File: config.mk
export PLATFORM = sky130hd
export DESIGN_NAME = morse_codec_core_flat
export DESIGN_NICKNAME = d
export VERILOG_FILES = /design/src/design/mc_pkg.sv /design/src/design/mc_if.sv /design/src/design/mc_walk.sv /design/src/design/mc_emit.sv /design/src/design/morse_codec_core.sv /design/src/flat_wrapper.sv
export SDC_FILE = /design/constraint.sdc
export NUM_CORES = 1
export LEC_CHECK = 0
export BUFFER_PORTS_ARGS = -buffer_cell sky130_fd_sc_hd__buf_2
export CAP_MARGIN = 20
export CORE_UTILIZATION = 30
export DETAILED_ROUTE_END_ITERATION = 10
export GPL_TIMING_DRIVEN = 0
export PLACE_DENSITY_LB_ADDON = 0.2
export SYNTH_ARGS = -nofsm -noshare
export SYNTH_HDL_FRONTEND = slang
export SYNTH_SLANG_ARGS = --single-unit
File: constraint.sdc
create_clock -name i_clk -period 3.39 [get_ports i_clk]
set_input_delay 0.339 -clock i_clk [delete_from_list [all_inputs] [get_ports i_clk]]
set_output_delay 0.339 -clock i_clk [all_outputs]
set_load 0.05 [all_outputs]
File: src/design/mc_pkg.sv
// Morse codec package: types, character codes and code tree tables.
`timescale 1ns / 1ps
package mc_pkg;

    localparam int MAX_SYMBOLS_DEF = 6;
    localparam int POS_W           = 7;
    localparam int CNT_W           = 3;

    localparam logic [7:0] CH_DOT   = 8'h2E;
    localparam logic [7:0] CH_DASH  = 8'h2D;
    localparam logic [7:0] CH_SPACE = 8'h20;
    localparam logic [7:0] CH_NUL   = 8'h00;
    localparam logic [7:0] CH_LO_A  = 8'h61;
    localparam logic [7:0] CH_LO_Z  = 8'h7A;
    localparam logic [7:0] CASE_OFS = 8'h20;

    localparam logic [POS_W-1:0] ROOT_POS = 7'd1;

    typedef enum logic [1:0] {
        SYM_NONE = 2'd0,
        SYM_DOT  = 2'd1,
        SYM_DASH = 2'd2
    } t_symbol;

    typedef enum logic [1:0] {
        ST_OK      = 2'd0,
        ST_INVALID = 2'd1,
        ST_UNKNOWN = 2'd2
    } t_status;

    // Decode walk state, one entry of the walk memory.
    typedef struct packed {
        logic [POS_W-1:0] pos;
        logic [CNT_W-1:0] cnt;
        logic             inv;
    } t_walk;

    localparam t_walk WALK_RESET = '{pos: ROOT_POS, cnt: '0, inv: 1'b0};

    // One item's worth of work for the result sequencer.
    typedef struct packed {
        logic             single;     // one fixed result, else a dot/dash path
        logic [CNT_W-1:0] count;      // results to send
        logic [POS_W-1:0] path;       // heap index, bits below the leading one are the code
        logic [7:0]       character;
        t_status          status;
    } t_desc;

    function automatic logic node_here(input logic [POS_W-1:0] idx);
        logic here;
        case (idx)
            7'd1, 7'd2, 7'd3, 7'd4, 7'd5, 7'd6, 7'd7, 7'd8, 7'd9, 7'd10,
            7'd11, 7'd12, 7'd13, 7'd14, 7'd15, 7'd16, 7'd17, 7'd18, 7'd19,
            7'd20, 7'd21, 7'd22, 7'd23, 7'd24, 7'd25, 7'd26, 7'd27, 7'd28,
            7'd29, 7'd30, 7'd31, 7'd32, 7'd33, 7'd35, 7'd39, 7'd41, 7'd47,
            7'd48, 7'd56, 7'd60, 7'd62, 7'd63, 7'd82: here = 1'b1;
            default: here = 1'b0;
        endcase
        return here;
    endfunction

    function automatic logic [7:0] node_char(input logic [POS_W-1:0] idx);
        logic [7:0] ch;
        case (idx)
            7'd2:  ch = "E";
            7'd3:  ch = "T";
            7'd4:  ch = "I";
            7'd5:  ch = "A";
            7'd6:  ch = "N";
            7'd7:  ch = "M";
            7'd8:  ch = "S";
            7'd9:  ch = "U";
            7'd10: ch = "R";
            7'd11: ch = "W";
            7'd12: ch = "D";
            7'd13: ch = "K";
            7'd14: ch = "G";
            7'd15: ch = "O";
            7'd16: ch = "H";
            7'd17: ch = "V";
            7'd18: ch = "F";
            7'd20: ch = "L";
            7'd22: ch = "P";
            7'd23: ch = "J";
            7'd24: ch = "B";
            7'd25: ch = "X";
            7'd26: ch = "C";
            7'd27: ch = "Y";
            7'd28: ch = "Z";
            7'd29: ch = "Q";
            7'd32: ch = "5";
            7'd33: ch = "4";
            7'd35: ch = "3";
            7'd39: ch = "2";
            7'd47: ch = "1";
            7'd48: ch = "6";
            7'd56: ch = "7";
            7'd60: ch = "8";
            7'd62: ch = "9";
            7'd63: ch = "0";
            7'd82: ch = " ";
            default: ch = CH_NUL;
        endcase
        return ch;
    endfunction

    // Reverse lookup: character to tree node, 0 when absent.
    function automatic logic [POS_W-1:0] char_node(input logic [7:0] ch);
        logic [POS_W-1:0] idx;
        case (ch)
            "E": idx = 7'd2;
            "T": idx = 7'd3;
            "I": idx = 7'd4;
            "A": idx = 7'd5;
            "N": idx = 7'd6;
            "M": idx = 7'd7;
            "S": idx = 7'd8;
            "U": idx = 7'd9;
            "R": idx = 7'd10;
            "W": idx = 7'd11;
            "D": idx = 7'd12;
            "K": idx = 7'd13;
            "G": idx = 7'd14;
            "O": idx = 7'd15;
            "H": idx = 7'd16;
            "V": idx = 7'd17;
            "F": idx = 7'd18;
            "L": idx = 7'd20;
            "P": idx = 7'd22;
            "J": idx = 7'd23;
            "B": idx = 7'd24;
            "X": idx = 7'd25;
            "C": idx = 7'd26;
            "Y": idx = 7'd27;
            "Z": idx = 7'd28;
            "Q": idx = 7'd29;
            "5": idx = 7'd32;
            "4": idx = 7'd33;
            "3": idx = 7'd35;
            "2": idx = 7'd39;
            "1": idx = 7'd47;
            "6": idx = 7'd48;
            "7": idx = 7'd56;
            "8": idx = 7'd60;
            "9": idx = 7'd62;
            "0": idx = 7'd63;
            " ": idx = 7'd82;
            default: idx = '0;
        endcase
        return idx;
    endfunction

    // Depth of a heap index = position of its leading one.
    function automatic logic [CNT_W-1:0] node_depth(input logic [POS_W-1:0] idx);
        logic [CNT_W-1:0] d;
        if (idx[6]) begin
            d = 3'd6;
        end else if (idx[5]) begin
            d = 3'd5;
        end else if (idx[4]) begin
            d = 3'd4;
        end else if (idx[3]) begin
            d = 3'd3;
        end else if (idx[2]) begin
            d = 3'd2;
        end else if (idx[1]) begin
            d = 3'd1;
        end else begin
            d = 3'd0;
        end
        return d;
    endfunction

    function automatic logic [7:0] upcase(input logic [7:0] ch);
        logic [7:0] r;
        if (ch >= CH_LO_A && ch <= CH_LO_Z) begin
            r = ch - CASE_OFS;
        end else begin
            r = ch;
        end
        return r;
    endfunction

endpackage

File: src/design/mc_if.sv
// Morse codec channel interfaces: input byte channel and result channel.
`timescale 1ns / 1ps
interface mc_in_if;
    logic       valid;
    logic       ready;
    logic [7:0] byte_in;
    logic       end_of_text;

    modport source (output valid, output byte_in, output end_of_text, input ready);
    modport sink   (input valid, input byte_in, input end_of_text, output ready);
endinterface

interface mc_out_if;
    logic       valid;
    logic       ready;
    logic [7:0] character;
    logic [1:0] symbol;
    logic [1:0] status;
    logic       last;

    modport source (output valid, output character, output symbol, output status,
                    output last, input ready);
    modport sink   (input valid, input character, input symbol, input status,
                    input last, output ready);
endinterface

File: src/design/mc_walk.sv
// Morse codec walk stage: walk state memory, tree step and item decode.
`timescale 1ns / 1ps
module mc_walk #(
    parameter int MAX_SYMBOLS = mc_pkg::MAX_SYMBOLS_DEF
) (
    input  logic          i_clk,
    input  logic          i_rst_n,
    input  logic          i_direction,
    mc_in_if.sink         i_in,
    output mc_pkg::t_desc o_desc,
    output logic          o_desc_valid,
    input  logic          i_desc_ready
);

    localparam logic [mc_pkg::CNT_W-1:0] MAX_CNT = mc_pkg::CNT_W'(MAX_SYMBOLS);

    // walk state memory, one entry, synchronous read
    mc_pkg::t_walk r_mem [1];
    logic          r_mem_vld;
    mc_pkg::t_walk r_rd;

    logic       r_s1_valid;
    logic [7:0] r_byte;
    logic       r_eot;
    logic       r_dir;

    logic                        w_accept;
    logic                        w_fire;
    logic                        w_no_result;
    logic                        w_wr_en;
    logic                        w_dot;
    logic                        w_dash;
    logic                        w_flush;
    logic [mc_pkg::POS_W-1:0]    w_next;
    mc_pkg::t_walk               w_step;
    mc_pkg::t_walk               n_walk;
    logic [7:0]                  w_uc;
    logic [mc_pkg::POS_W-1:0]    w_idx;
    logic [mc_pkg::CNT_W-1:0]    w_depth;
    mc_pkg::t_desc               w_desc;

    assign w_accept    = i_in.valid && i_in.ready;
    assign w_no_result = !r_dir && !w_flush;
    assign w_fire      = r_s1_valid && (w_no_result || i_desc_ready);
    assign i_in.ready  = !r_s1_valid || w_fire;
    assign w_wr_en     = w_fire && !r_dir;

    always_ff @(posedge i_clk) begin
        if (!i_rst_n) begin
            r_s1_valid <= 1'b0;
            r_mem_vld  <= 1'b0;
        end else begin
            if (w_accept) begin
                r_s1_valid <= 1'b1;
            end else if (w_fire) begin
                r_s1_valid <= 1'b0;
            end
            if (w_wr_en) begin
                r_mem_vld <= 1'b1;
            end
        end
    end

    // memory port: write back, read with write-first forwarding
    always_ff @(posedge i_clk) begin
        if (w_wr_en) begin
            r_mem[0] <= n_walk;
        end
        if (w_accept) begin
            if (w_wr_en) begin
                r_rd <= n_walk;
            end else if (r_mem_vld) begin
                r_rd <= r_mem[0];
            end else begin
                r_rd <= mc_pkg::WALK_RESET;
            end
        end
    end

    always_ff @(posedge i_clk) begin
        if (w_accept) begin
            r_byte <= i_in.byte_in;
            r_eot  <= i_in.end_of_text;
            r_dir  <= i_direction;
        end
    end

    // decode: one tree step, then optional flush
    assign w_dot   = (r_byte == mc_pkg::CH_DOT);
    assign w_dash  = (r_byte == mc_pkg::CH_DASH);
    assign w_flush = (r_byte == mc_pkg::CH_SPACE) || r_eot;
    assign w_next  = {r_rd.pos[mc_pkg::POS_W-2:0], w_dash};

    always_comb begin
        w_step = r_rd;
        if ((w_dot || w_dash) && !r_rd.inv) begin
            if (r_rd.cnt >= MAX_CNT || r_rd.pos[mc_pkg::POS_W-1]) begin
                w_step.inv = 1'b1;
            end else if (!mc_pkg::node_here(w_next)) begin
                w_step.inv = 1'b1;
            end else begin
                w_step.pos = w_next;
                w_step.cnt = r_rd.cnt + 1'b1;
            end
        end
    end

    assign n_walk = w_flush ? mc_pkg::WALK_RESET : w_step;

    // encode lookup
    assign w_uc    = mc_pkg::upcase(r_byte);
    assign w_idx   = mc_pkg::char_node(w_uc);
    assign w_depth = mc_pkg::node_depth(w_idx);

    always_comb begin
        w_desc.single    = 1'b1;
        w_desc.count     = mc_pkg::CNT_W'(1);
        w_desc.path      = '0;
        w_desc.character = mc_pkg::CH_NUL;
        w_desc.status    = mc_pkg::ST_OK;
        if (!r_dir) begin
            if (w_step.inv) begin
                w_desc.status = mc_pkg::ST_INVALID;
            end else begin
                w_desc.character = mc_pkg::node_char(w_step.pos);
            end
        end else if (w_uc == mc_pkg::CH_NUL) begin
            w_desc.status = mc_pkg::ST_OK;
        end else if (w_idx == '0 || w_depth > MAX_CNT) begin
            w_desc.status = mc_pkg::ST_UNKNOWN;
        end else begin
            w_desc.single = 1'b0;
            w_desc.count  = w_depth;
            w_desc.path   = w_idx;
        end
    end

    assign o_desc       = w_desc;
    assign o_desc_valid = r_s1_valid && !w_no_result;

endmodule

File: src/design/mc_emit.sv
// Morse codec result sequencer: one result per cycle into the output register while the output is not stalled.
`timescale 1ns / 1ps
module mc_emit (
    input  logic          i_clk,
    input  logic          i_rst_n,
    input  mc_pkg::t_desc i_desc,
    input  logic          i_desc_valid,
    output logic          o_desc_ready,
    mc_out_if.source      o_out
);

    mc_pkg::t_desc            r_cur;
    logic                     r_cur_valid;
    logic [mc_pkg::CNT_W-1:0] r_rem;

    logic       r_out_valid;
    logic [7:0] r_character;
    logic [1:0] r_symbol;
    logic [1:0] r_status;
    logic       r_last;

    logic                     w_load_ok;
    logic                     w_emit;
    logic                     w_done;
    logic                     w_take;
    logic [mc_pkg::CNT_W-1:0] w_bit_sel;
    mc_pkg::t_symbol          w_sym;

    assign w_load_ok    = !r_out_valid || o_out.ready;
    assign w_emit       = r_cur_valid && w_load_ok;
    assign w_done       = w_emit && (r_rem == mc_pkg::CNT_W'(1));
    assign o_desc_ready = !r_cur_valid || w_done;
    assign w_take       = i_desc_valid && o_desc_ready;

    assign w_bit_sel = r_rem - 1'b1;
    assign w_sym     = r_cur.path[w_bit_sel] ? mc_pkg::SYM_DASH : mc_pkg::SYM_DOT;

    always_ff @(posedge i_clk) begin
        if (!i_rst_n) begin
            r_cur_valid <= 1'b0;
            r_out_valid <= 1'b0;
        end else begin
            if (w_take) begin
                r_cur_valid <= 1'b1;
            end else if (w_done) begin
                r_cur_valid <= 1'b0;
            end
            if (w_emit) begin
                r_out_valid <= 1'b1;
            end else if (o_out.ready) begin
                r_out_valid <= 1'b0;
            end
        end
    end

    always_ff @(posedge i_clk) begin
        if (w_take) begin
            r_cur <= i_desc;
            r_rem <= i_desc.count;
        end else if (w_emit) begin
            r_rem <= r_rem - 1'b1;
        end
        if (w_emit) begin
            if (r_cur.single) begin
                r_character <= r_cur.character;
                r_symbol    <= mc_pkg::SYM_NONE;
                r_status    <= r_cur.status;
                r_last      <= 1'b1;
            end else begin
                r_character <= mc_pkg::CH_NUL;
                r_symbol    <= w_sym;
                r_status    <= mc_pkg::ST_OK;
                r_last      <= (r_rem == mc_pkg::CNT_W'(1));
            end
        end
    end

    assign o_out.valid     = r_out_valid;
    assign o_out.character = r_character;
    assign o_out.symbol    = r_symbol;
    assign o_out.status    = r_status;
    assign o_out.last      = r_last;

endmodule

File: src/design/morse_codec_core.sv
// Morse codec top level: direction register, walk stage and result sequencer.
// Each byte is registered in the walk stage; one with a result then becomes the
// sequencer's item, which fills the output register. Decode takes a byte every cycle
// unless results stall; encode sends one symbol per cycle when not stalled (1 to 6 per byte, its code length).
// Reset (i_rst_n low, synchronous): direction = decode, walk at the root,
// pipeline and output register empty.
`timescale 1ns / 1ps
module morse_codec_core #(
    parameter int MAX_SYMBOLS = mc_pkg::MAX_SYMBOLS_DEF
) (
    input  logic     i_clk,
    input  logic     i_rst_n,
    input  logic     i_cfg_wr_en,
    input  logic     i_cfg_wr_data,
    mc_in_if.sink    i_in,
    mc_out_if.source o_out
);

    // direction: 0 decodes dot/dash text, 1 encodes characters
    logic r_direction;

    // walk stage -> sequencer
    mc_pkg::t_desc w_desc;
    logic          w_desc_valid;
    logic          w_desc_ready;

    always_ff @(posedge i_clk) begin
        if (!i_rst_n) begin
            r_direction <= 1'b0;
        end else if (i_cfg_wr_en) begin
            r_direction <= i_cfg_wr_data;
        end
    end

    // Walk stage: reads the walk entry on input transfer, steps the tree the
    // next cycle and writes back when a decode item leaves. Bytes that produce no
    // result (dots, dashes, other bytes without flush) retire there.
    mc_walk #(
        .MAX_SYMBOLS (MAX_SYMBOLS)
    ) u_walk (
        .i_clk        (i_clk),
        .i_rst_n      (i_rst_n),
        .i_direction  (r_direction),
        .i_in         (i_in),
        .o_desc       (w_desc),
        .o_desc_valid (w_desc_valid),
        .i_desc_ready (w_desc_ready)
    );

    // Sequencer: turns one item into its results, one per cycle while the output is not stalled.
    mc_emit u_emit (
        .i_clk        (i_clk),
        .i_rst_n      (i_rst_n),
        .i_desc       (w_desc),
        .i_desc_valid (w_desc_valid),
        .o_desc_ready (w_desc_ready),
        .o_out        (o_out)
    );

    // a stalled handoff to the sequencer must hold off new input
    a_backpressure: assert property (@(posedge i_clk) disable iff (!i_rst_n)
        (w_desc_valid && !w_desc_ready) |-> !i_in.ready)
        else $error("input taken while walk stage is blocked");

    // symbol results come from encoding and never carry a character
    a_sym_no_char: assert property (@(posedge i_clk) disable iff (!i_rst_n)
        (o_out.valid && o_out.symbol != mc_pkg::SYM_NONE) |-> (o_out.character == 8'h00))
        else $error("symbol result with nonzero character");

    // error results stand alone: last, no symbol
    a_err_single: assert property (@(posedge i_clk) disable iff (!i_rst_n)
        (o_out.valid && o_out.status != mc_pkg::ST_OK)
            |-> (o_out.last && o_out.symbol == mc_pkg::SYM_NONE))
        else $error("error result not a single final result");

endmodule

File: src/flat_wrapper.sv
// flat-port wrapper written by rule: the top's interface ports become plain ports
module morse_codec_core_flat 
#(
    parameter int MAX_SYMBOLS = mc_pkg::MAX_SYMBOLS_DEF
)
  (i_clk, i_rst_n, i_cfg_wr_en, i_cfg_wr_data, i_in_valid, i_in_byte_in, i_in_end_of_text, i_in_ready, o_out_valid, o_out_character, o_out_symbol, o_out_status, o_out_last, o_out_ready);
  mc_in_if i_in_i ();
  mc_out_if o_out_i ();
  input  logic i_clk;
  input  logic i_rst_n;
  input  logic i_cfg_wr_en;
  input  logic i_cfg_wr_data;
  input wire logic [$bits(i_in_i.valid)-1:0] i_in_valid;
  input wire logic [$bits(i_in_i.byte_in)-1:0] i_in_byte_in;
  input wire logic [$bits(i_in_i.end_of_text)-1:0] i_in_end_of_text;
  output wire logic [$bits(i_in_i.ready)-1:0] i_in_ready;
  output wire logic [$bits(o_out_i.valid)-1:0] o_out_valid;
  output wire logic [$bits(o_out_i.character)-1:0] o_out_character;
  output wire logic [$bits(o_out_i.symbol)-1:0] o_out_symbol;
  output wire logic [$bits(o_out_i.status)-1:0] o_out_status;
  output wire logic [$bits(o_out_i.last)-1:0] o_out_last;
  input wire logic [$bits(o_out_i.ready)-1:0] o_out_ready;
  assign i_in_i.valid = i_in_valid;
  assign i_in_i.byte_in = i_in_byte_in;
  assign i_in_i.end_of_text = i_in_end_of_text;
  assign i_in_ready = i_in_i.ready;
  assign o_out_valid = o_out_i.valid;
  assign o_out_character = o_out_i.character;
  assign o_out_symbol = o_out_i.symbol;
  assign o_out_status = o_out_i.status;
  assign o_out_last = o_out_i.last;
  assign o_out_i.ready = o_out_ready;
  morse_codec_core #(.MAX_SYMBOLS(MAX_SYMBOLS)) u_core (.i_clk(i_clk), .i_rst_n(i_rst_n), .i_cfg_wr_en(i_cfg_wr_en), .i_cfg_wr_data(i_cfg_wr_data), .i_in(i_in_i), .o_out(o_out_i));
endmodule
Yosys cells after proc, flatten, opt, wreduce, memory -nomap -nowiden --
Memory sizes are Yosys's and may differ from the RTL's. A register that Yosys moved wholly into a read port is not among the register bits. Index checks and enable logic that the tools add are counted.
Storage, ports and cells: logic and storage cells 109, register bits after elaboration 60, memories kept 4, output and inout port bits 15, bits in writable memories 11, input bits 15, memory bits (read-only) 1920
Cells by class: magnitude comparators 5, reduce and logical (&&, ||, !) cells 34, mux-type cells 38, $add $sub $neg 3, eq/ne operators 4, bitwise gates (word level) 1
Memories:
- (no name shown) | words 128, bits a word 7, rd ports 1, clocked after memory_dff 1, write ports 0, line mc_pkg.sv:64 | case (idx)
- (no name shown) | words 128, bits a word 7, rd ports 1, clocked after memory_dff 0, write ports 0, line mc_pkg.sv:110 | case (ch)
- (no name shown) | words 128, bits a word 1, rd ports 1, clocked after memory_dff 0, write ports 0, line mc_pkg.sv:51 | case (idx)
- u_core.u_walk.r_mem | words 1, bits a word 11, rd ports 1, clocked after memory_dff 0, write ports 1, line mc_walk.sv:18 | mc_pkg::t_walk r_mem [1];
Operator list (count):
- 11-bit two-way mux | 5
- 10-bit two-way mux | 4
- 8-bit by 6-bit equality test with 1-bit output, second input constant | 3
- 1-bit two-way mux | 15
- 3-bit two-way mux | 5
- 2-bit two-way mux | 6
- 1-bit logical AND | 10
- 8-bit by 7-bit greater-or-equal comparator with 1-bit output, second input constant | 1
- 8-bit by 7-bit <= comparator with 1-bit output, second input constant | 1
- 8-bit zero test | 1
- 1-bit logical OR | 8
- 8-bit two-way mux | 1
- 2-bit nonzero test | 4
- 8-bit by 6-bit subtractor with 8-bit output, second input constant | 1
- 1-bit zero test | 7
- 7-bit zero test | 1
- 7-bit two-way mux | 1
- 3-bit by 4-bit less-than comparator with 1-bit output, second input constant | 1
- 2-bit OR reduction | 2
- 3-bit by 1-bit adder with 3-bit output, second input constant | 1
- 1-bit binary-select mux with 3-bit select | 1
- 3-bit by 1-bit equality test with 1-bit output, second input constant | 1
- 3-bit greater-or-equal comparator, second input constant | 1
- 3-bit greater-than comparator, second input constant | 1
- other kinds (3) | 3

Depth between registers and ports, before layout --
Gate-level depths: netlist of the first run. An unclocked memory read counts as a cell.
depth after elaboration 17, depth in mapped cells 18, mapped depth without buffers 16

By module --
Synthesis of the first run repeated with hierarchy kept, for this count alone.
Second synthesis, totals: cells, all modules 474, area total of the unflattened synthesis 4728.3 um^2
By module, submodules not included:
- mc_walk | area each 3326.9 um^2, seq. area each 1001.0 um^2, cells an instance 396, instances 1
- mc_emit | area each 1365.1 um^2, seq. area each 1061.0 um^2, cells an instance 75, instances 1
- morse_codec_core | area each 36.3 um^2, seq. area each 20.0 um^2, cells an instance 3, instances 1

Worst setup path after synthesis of the first run --
OpenSTA, ideal clock, no wires.
path type reg-to-reg, start point reg u_core.u_walk.r_byte[1], end point reg u_core.u_emit.r_cur[2] (netlist name), data required time 3.118 ns, arrival 3.446 ns, path buffers 2, slack -0.329 ns, library setup time 0.272 ns, clock period less this slack 3.719 ns, stages on the path, launching flop included 19, cells stage by stage edfxtp_1 inv_1 ha_1 inv_1 nor4_2 o221ai_2 nand4_1 buf_2 buf_2 nor2_1 a21oi_1 inv_1 ha_1 inv_1 nor2_1 a2111oi_0 a31oi_1 o21ai_1 a311oi_1
Between the ends: longest elaborated chain between the ends 8
RTL lines:
- start: declaration | line mc_walk.sv:23 | logic [7:0] r_byte;
- start signal: assignment | line mc_walk.sv:82 | r_byte <= i_in.byte_in;
- 8-bit by 6-bit equality test with 1-bit output | line mc_walk.sv:90 | assign w_dash = (r_byte == mc_pkg::CH_DASH);
- memory 128 x 1 bit
- 1-bit two-way mux | line mc_walk.sv:97 | if (r_rd.cnt >= MAX_CNT || r_rd.pos[mc_pkg::POS_W-1]) begin
- 1-bit two-way mux | line mc_walk.sv:96 | if ((w_dot || w_dash) && !r_rd.inv) begin
- 1-bit two-way mux | line mc_walk.sv:99 | end else if (!mc_pkg::node_here(w_next)) begin
- 1-bit two-way mux | line mc_walk.sv:97
- 11-bit two-way mux | line mc_walk.sv:96
- 2-bit OR reduction (no source line)
Several ways; a longest one is shown, not always the timed one. The select of a mux whose other input is x is not followed. A chain may end at the register's enable or synchronous reset.

Worst setup path in the final report of the first run --
start point reg u_core.u_walk.r_byte[6], end point reg u_core.u_emit.r_cur[2] (netlist name)
Between the ends: longest elaborated chain between the ends 8
RTL lines (line):
- 8-bit by 6-bit equality test with 1-bit output | mc_walk.sv:90
- memory 128 x 1 bit
- 1-bit two-way mux | mc_walk.sv:97
- 1-bit two-way mux | mc_walk.sv:96
- 1-bit two-way mux | mc_walk.sv:99
- 1-bit two-way mux | mc_walk.sv:97
- 11-bit two-way mux | mc_walk.sv:96
- 2-bit OR reduction (no source line)
Several ways; a longest one is shown, not always the timed one. The select of a mux whose other input is x is not followed.

==> reports/results.tsv, run 1 <==
stage	metric	value	unit
placement	port_buffers	28	
sta	fin_crit	3.327	ns
run_status	status	completed	
grt	antenna_found_initial	0	
yosys	ys_seq_elements	69	
sta	rsz0062_at_grt	yes	
min_path	holdPathStages	1	
sta	max-slew-margin-rel	47.54	%
yosys	synth_top_area_share	41.59	%
worst_setup_path	r2r-end	u_core.u_emit.r_cur[2]	
yosys	synth.avg_cell_area	9.527	µm²
power_and_ir_drop	p_seq_share	41.7	%
worst_setup_path	worstRegToRegCells	14	
power_and_ir_drop	p_int	1.798	mW
worst_setup_path	worst_ep_required_time	3.45	ns
layout	drive_gt1_share	27.15	%
worst_setup_path	crit_chain	or3b_1 > buf_6 > nor4_4 > o221ai_2 > and4_4 > buf_12 > mux2i_4 > buf_4 > buf_4 > ha_2 > nand2_1 > a21oi_1 > o21ai_0 > a311oi_2	
sta	fmax	300.6	MHz
yosys	seq_area_frac_synth	43.76	%
worst_setup_path	crit_top_cell	buf_4	
clocking	cts_buffers	9	
routing	antenna_left	0	
worst_setup_path	path_delay_family	simple AND/OR/NAND/NOR gates	
placement	placed_area	5034	µm²
floorplan	fp-row-count	44	
placement	dp_hpwl	9036	µm
min_path	min_from	i_in_byte_in[1]	
yosys	yosys-top-cells-count	edfxtp_1, nor2_1, nand2_1	
worst_setup_path	reg2reg_slack	0.06	ns
clocking	cts_max_level	3	
worst_setup_path	crit_type	reg2reg	
floorplan	core	14750	µm²
power_and_ir_drop	cellPowerDensity	409.0	nW/µm²
layout	area_growth	29.33	%
power_and_ir_drop	p_switching	645.8	µW
grt	grt_pass1_vias	3989	
routing	drt_first_pass_iters	5	
clocking	holdBufCountCts	0	
clocking	clock_latency	0.34	ns
grt	grt_pass1_wl	21020	µm
sta	finalWorstSetupSlack	0.06302	ns
worst_setup_path	cp_slowest_stage_delay	0.42	ns
layout	final_util	40.50	%
clocking	cts_tree	done	
power_and_ir_drop	pwr-share-clk	39.3	%
power_and_ir_drop	swShare	26.42	%
power_and_ir_drop	p_leak	2.149	nW
clocking	cts_sinks	69	
yosys	yosysTopAreaCell	edfxtp_1	
worst_setup_path	path_max_fanout	10	
min_path	hold_path_class	in2reg	
routing	first_iter_violations	327	
routing	via_per_inst	5.523	
yosys	synth_nets	515	
yosys	synth_edf_count	64	
yosys	synth_cell_types	78	
grt	track_usage	16.85	%
sta	worst_slew_pin_slew	0.7787	ns
floorplan	die_x	126.1	µm
floorplan	die_height	126.1	µm
placement	gp_congestion	0.9257	
min_path	hold_path_end	u_core.u_walk.r_byte[1]	
sta	skew	0.003978	ns
power_and_ir_drop	combPwrFrac	18.9	%
grt	grt_start_max_net_pins	21	
run	drv_cap	0	
yosys	yosys_warnings	0	
routing	drc	0	
yosys	synth_area_leaders	edfxtp_1, ha_1, nor2_1	
worst_setup_path	slowest_stage	edfxtp_1	
placement	place_ws	-0.7987	ns
yosys	synth.cell_area	4621	µm²
worst_setup_path	crit_buf_inv	4	
worst_setup_path	end_kind	register	
worst_setup_path	startpoint_type	register	
sta	fin_crit_sh	98.14	%
yosys	postSynth.asyncResetShare	0	%
layout	num-nets-final	597	
power_and_ir_drop	ir_drop	402.2	µV
grt	overflow	0	
worst_setup_path	worstPathArrival	3.39	ns
floorplan	die-area	15900	µm²
yosys	synth-main-ff-cell	edfxtp_1	
clocking	clock_path_buffers	2	
routing	wl	12980	µm
sta	maxSlewViolCount	0	
floorplan	io_pins	30	
routing	vias	4170	
clocking	root_buffer	clkbuf_16	
yosys	yosysMostFrequentCell	edfxtp_1	
sta	setup_viol	0	
clocking	clkTransAtPathRegs	0.05	ns
floorplan	start_util	31.32	%
layout	num_antenna_cells	0	
worst_setup_path	r2r-start	u_core.u_walk.r_byte[6]	
routing	wl_per_cell	17.19	µm
layout	postLayoutCellArea	5976	µm²
sta	hold_viol_final	0	
yosys	netlist_instances	485	
## logic make-up after synthesis
kind of cell | after synthesis | share of synthesized area [%]
compound gates | 141 | 21.61
xor+xnor | 6 | 1.137
fa+ha+maj | 15 | 4.062
buf+inv | 57 | 5.199
flops | 69 | 43.76
mux | 13 | 3.710
other cells | 1 | 0.08116
simple gates | 183 | 20.44
## area by class of cell
| type | instances | area, µm² |
|---|---|---|
| Clock buffer | 9 | 225.2 |
| Buffer | 26 | 158.9 |
| Clock inverter | 6 | 78.83 |
| Sequential cell | 69 | 2022 |
| Tap cell | 184 | 230.2 |
| Multi-Input combinational cell | 359 | 2610 |
| Inverter | 25 | 103.9 |
| Fill cell | 1455 | 8778 |
| Timing Repair Buffer | 76 | 539.3 |
| Timing Repair inverter | 1 | 7.507 |
## state kept, by name, summed over array words and instances, names as in the netlist
signal,count
u_core.u_emit.r_cur_valid,1
u_core.u_emit.o_out.last,1
u_core.u_walk.r_byte,8
u_core.u_walk.r_mem,11
u_core.u_walk.r_s1_valid,1
u_core.r_direction,1
u_core.u_emit.r_rem,3
u_core.u_walk.r_dir,1
u_core.u_walk.r_mem_vld,1
u_core.u_emit.o_out.character,7
u_core.u_walk.r_rd,11
u_core.u_emit.o_out.valid,1
u_core.u_emit.r_cur,17
u_core.u_emit.o_out.status,2
u_core.u_emit.o_out.symbol,2
u_core.u_walk.r_eot,1
## worst register-to-register path, delay by kind of cell (launching register included)
kind                       cells  cell delay [ns]
AOI/OAI and AO/OA              4             0.73
and+or+nand+nor                4             0.87
adders and majority gates      1             0.20
DFF                            1             0.42
buffers and inverters          4             0.65
muxes                          1             0.20
## worst max path at each step
| stage | start | end | slack [ns] | depth (start not counted) |
|---|---|---|---|---|
| floorplan | u_core.u_walk.r_byte[7] | u_core.u_emit.r_cur[2] | 0.004 | 14 |
| global placement | u_core.u_walk.r_byte[1] | u_core.u_emit.r_cur[4] | -0.72 | 16 |
| detailed placement | u_core.u_walk.r_byte[7] | u_core.u_emit.r_cur[4] | -0.80 | 13 |
| CTS | u_core.u_walk.r_byte[7] | u_core.u_emit.r_cur[4] | 0.008 | 14 |
| global route | u_core.u_walk.r_byte[4] | u_core.u_emit.r_cur[2] | -0.09 | 13 |
| finish | u_core.u_walk.r_byte[6] | u_core.u_emit.r_cur[2] | 0.06 | 14 |
## per-stage QoR
stage                     hold slack [ns]  total power [mW]  setup TNS, ns  std cells
after floorplan                    0.4076             1.317              0        485
after global placement             0.4174             1.421         -15.84        697
after detailed placement           0.4429             1.427         -4.820        698
after CTS                          0.1596             2.434              0        738
after global routing               0.1626             2.556        -0.2371        755
final                              0.1763             2.444              0        755
## timing repair
| item | CTS | global route |
|---|---|---|
| pin swaps | 10 | 28 |
| gates resized for setup | 27 | 37 |
| endpoints found under the setup margin | 10 | 9 |
| cloned | 0 | 1 |
| hold endpoints to repair | 0 | 0 |
| buffers inserted | 29 | 17 |
## placed cells by master (no fill, tap or decap), drive strengths merged, types with 9 or more instances in the layout
master | synthesis | final
buf | 9 | 85
edfxtp | 64 | 64
nor2 | 47 | 47
nand2 | 42 | 42
o21ai | 28 | 28
clkbuf | 23 | 26
a21oi | 24 | 24
inv | 25 | 23
nor2b | 16 | 16
nand3 | 16 | 16
nor3 | 16 | 16
ha | 15 | 15
nand2b | 11 | 11
and2 | 11 | 11
a31oi | 11 | 11
mux2i | 9 | 9
## power groups by stage
stage / combinational, mW / sequential (mW) / clock [mW]
6_report: 0.463 / 1.02 / 0.961
3_3_place_gp: 0.386 / 1.03 / 0
3_5_place_dp: 0.390 / 1.04 / 0
5_1_grt: 0.504 / 1.03 / 1.03
4_1_cts: 0.422 / 1.02 / 0.991
2_1_floorplan: 0.264 / 1.05 / 0
## per-layer routing
metal  up-vias  GRT usage, %  part of all wire (%)
met3        24         4.121                   5.9
met5         -             0                     0
li1       1991             -                     -
met4         0         7.654                   2.5
met2       153         26.26                    46
met1      2002         22.04                    46
Note: power is estimated with default switching activity, not from simulation.
==> run 2: changes to the inputs <==
- CORE_UTILIZATION: 30 -> 45
- clock period: 3.39 -> 3.6 ns (I/O delays scaled with it)
==> reports/results.tsv, run 2 (synthesized netlist as in run 1, its figures left out) <==
stage	metric	value	unit	change
sta	fmax	284.9	MHz	-5.2%
worst_setup_path	worst_ep_required_time	3.66	ns	+0.21 ns
power_and_ir_drop	power	2.020	mW	-17%
grt	overflow	0		unchanged
sta	skew	0.01269	ns	+0.008711 ns
sta	max-slew-margin-rel	33.20	%	-14 points
grt	antenna_found_initial	0		unchanged
placement	port_buffers	28		unchanged
clocking	clock_path_buffers	2		unchanged
layout	final_util	56.28	%	+16 points
layout	layout_common_cells	edfxtp_1, nor2_1, nand2_1		
clocking	cts_buffers	9		unchanged
routing	first_iter_violations	487		+49%
routing	wl	11930	µm	-8.1%
floorplan	die_height	103.3	µm	-18%
floorplan	die-area	10680	µm²	-33%
layout	final_common_cell	edfxtp_1		
layout	largest_register_ff_count	17		unchanged
floorplan	core	9864	µm²	-33%
routing	vias	4111		-1.4%
grt	grt_pass1_wl	18170	µm	-14%
worst_setup_path	worstPathArrival	3.57	ns	+0.18 ns
run	drv_cap	0		unchanged
clocking	cts_tree	done		
layout	finalNonFillerCells	689		-8.7%
layout	top_register	u_core.u_emit.r_cur		
layout	num-nets-final	581		-2.7%
floorplan	fp-row-count	36		-18%
clocking	cts_max_level	3		unchanged
min_path	hold_path_class	in2reg		
worst_setup_path	end_kind	register		
routing	antenna_left	0		unchanged
routing	wl_per_cell	17.31	µm	+0.73%
sta	fin_crit	3.509	ns	+0.1825 ns
sta	fin_crit_sh	97.48	%	-0.66 points
sta	rsz0062_at_grt	yes		
clocking	clkTransAtPathRegs	0.08	ns	+0.03 ns
floorplan	start_util	46.84	%	+16 points
worst_setup_path	path_max_fanout	10		unchanged
routing	drc	0		unchanged
power_and_ir_drop	cellPowerDensity	363.9	nW/µm²	-11%
power_and_ir_drop	p_leak	2.002	nW	-6.9%
clocking	cts_sinks	69		unchanged
clocking	clock_latency	0.33	ns	about the same
grt	track_usage	22.60	%	+5.7 points
floorplan	io_pins	30		unchanged
placement	dp_hpwl	8562	µm	-5.2%
sta	setup_viol	0		unchanged
placement	gp_congestion	0.9300		+0.46%
routing	drt_first_pass_iters	6		+1
layout	reg.largest.list	u_core.u_emit.r_cur (17), u_core.u_walk.r_mem (11), u_core.u_walk.r_rd (11)		
grt	grt_start_max_net_pins	22		+4.8%
placement	dp_cells	646		-7.4%
grt	grt_pass1_vias	3653		-8.4%
worst_setup_path	startpoint_type	register		
sta	maxSlewViolCount	0		unchanged
sta	worst_slew_pin_slew	0.9975	ns	+0.2189 ns
floorplan	die_x	103.3	µm	-18%
layout	drive_gt1_share	21.94	%	-5.2 points
worst_setup_path	crit_type	reg2reg		
layout	num_antenna_cells	0		unchanged
layout	area_growth	20.15	%	
power_and_ir_drop	ir_drop	225.8	µV	-44%
run_status	status	completed		
clocking	root_buffer	clkbuf_8		
routing	via_per_inst	5.967		+8.0%
sta	hold_viol_final	0		unchanged
-- run 2: changes by cell type in the layout (fill, tap and decap cells not counted), sizes merged --
cell / before / now
inv: 23 / 25
clkbuf: 26 / 31
clkinv: 4 / 3
clkinvlp: 3 / 0
buf: 85 / 67
-- run 2: power by group --
part | switching [mW] | leakage, nW | total (mW) | internal, mW
Combinational | 0.257 | 1.25 | 0.407 | 0.150
Sequential | 0.0280 | 0.647 | 0.958 | 0.930
Clock | 0.268 | 0.107 | 0.655 | 0.387
Total | 0.553 | 2.00 | 2.02 | 1.47
-- run 2: per-stage QoR --
step / hold WS (ns) / area (µm²) / setup WS [ns] / TNS [ns]
floorplan: 0.4076 / 4627 / 0.02112 / 0
detailed placement: 0.4282 / 4936 / -0.8273 / -4.094
CTS: 0.1801 / 5331 / -0.01485 / -0.01485
global placement: 0.4161 / 4933 / -0.7717 / -7.699
global route: 0.1776 / 5552 / -0.1863 / -0.6231
finish: 0.1957 / 5552 / 0.09057 / 0
-- run 2: layout make-up --
type / count / area, µm²
tap: 133 / 166.4
timing repair buffer: 58 / 365.4
inverter: 25 / 93.84
clock inverter: 5 / 75.07
buffer: 29 / 161.4
multi-input combinational: 359 / 2536
sequential: 69 / 2022
fill: 855 / 4313
clock buffer: 11 / 131.4
-- run 2: what timing repair did --
action	in CTS	in global routing
hold buffers	0	0
gates resized for setup	18	26
buffers inserted	16	14
endpoints found under the setup margin	7	28
pin swaps	5	14
-- run 2: worst max-delay path, stage by stage (launching register included) --
cell and delay [ns]:
edfxtp_1 0.40, buf_4 0.17, nor3b_4 0.30, nand3_1 0.23
a31oi_2 0.29, nand4_1 0.20, buf_6 0.18, buf_12 0.14
a21oi_4 0.21, inv_2 0.10, ha_4 0.19, inv_2 0.08
nor2_4 0.06, a2111oi_4 0.30, a31oi_1 0.09, o21ai_1 0.21
a311oi_2 0.06
-- run 2: final timing paths --
check                                        startpoint  cells past startpoint  slack [ns]                endpoint
worst max-delay path            u_core.u_walk.r_byte[7]                     16        0.09  u_core.u_emit.r_cur[2]
worst min-delay path                   i_in_end_of_text                      1        0.20     u_core.u_walk.r_eot
worst max register to register  u_core.u_walk.r_byte[7]                     16        0.09  u_core.u_emit.r_cur[2]
worst min register to register       u_core.r_direction                      0        0.44     u_core.u_walk.r_dir
-- run 2: routing by layer --
| layer | up-vias | part of all wire (%) | track usage, % |
|---|---|---|---|
| li1 | 1944 | - | - |
| met1 | 1951 | 44 | 29.83 |
| met2 | 193 | 48 | 36.82 |
| met3 | 23 | 5.9 | 3.562 |
| met4 | 0 | 2.3 | 10.08 |
| met5 | - | 0 | 0 |
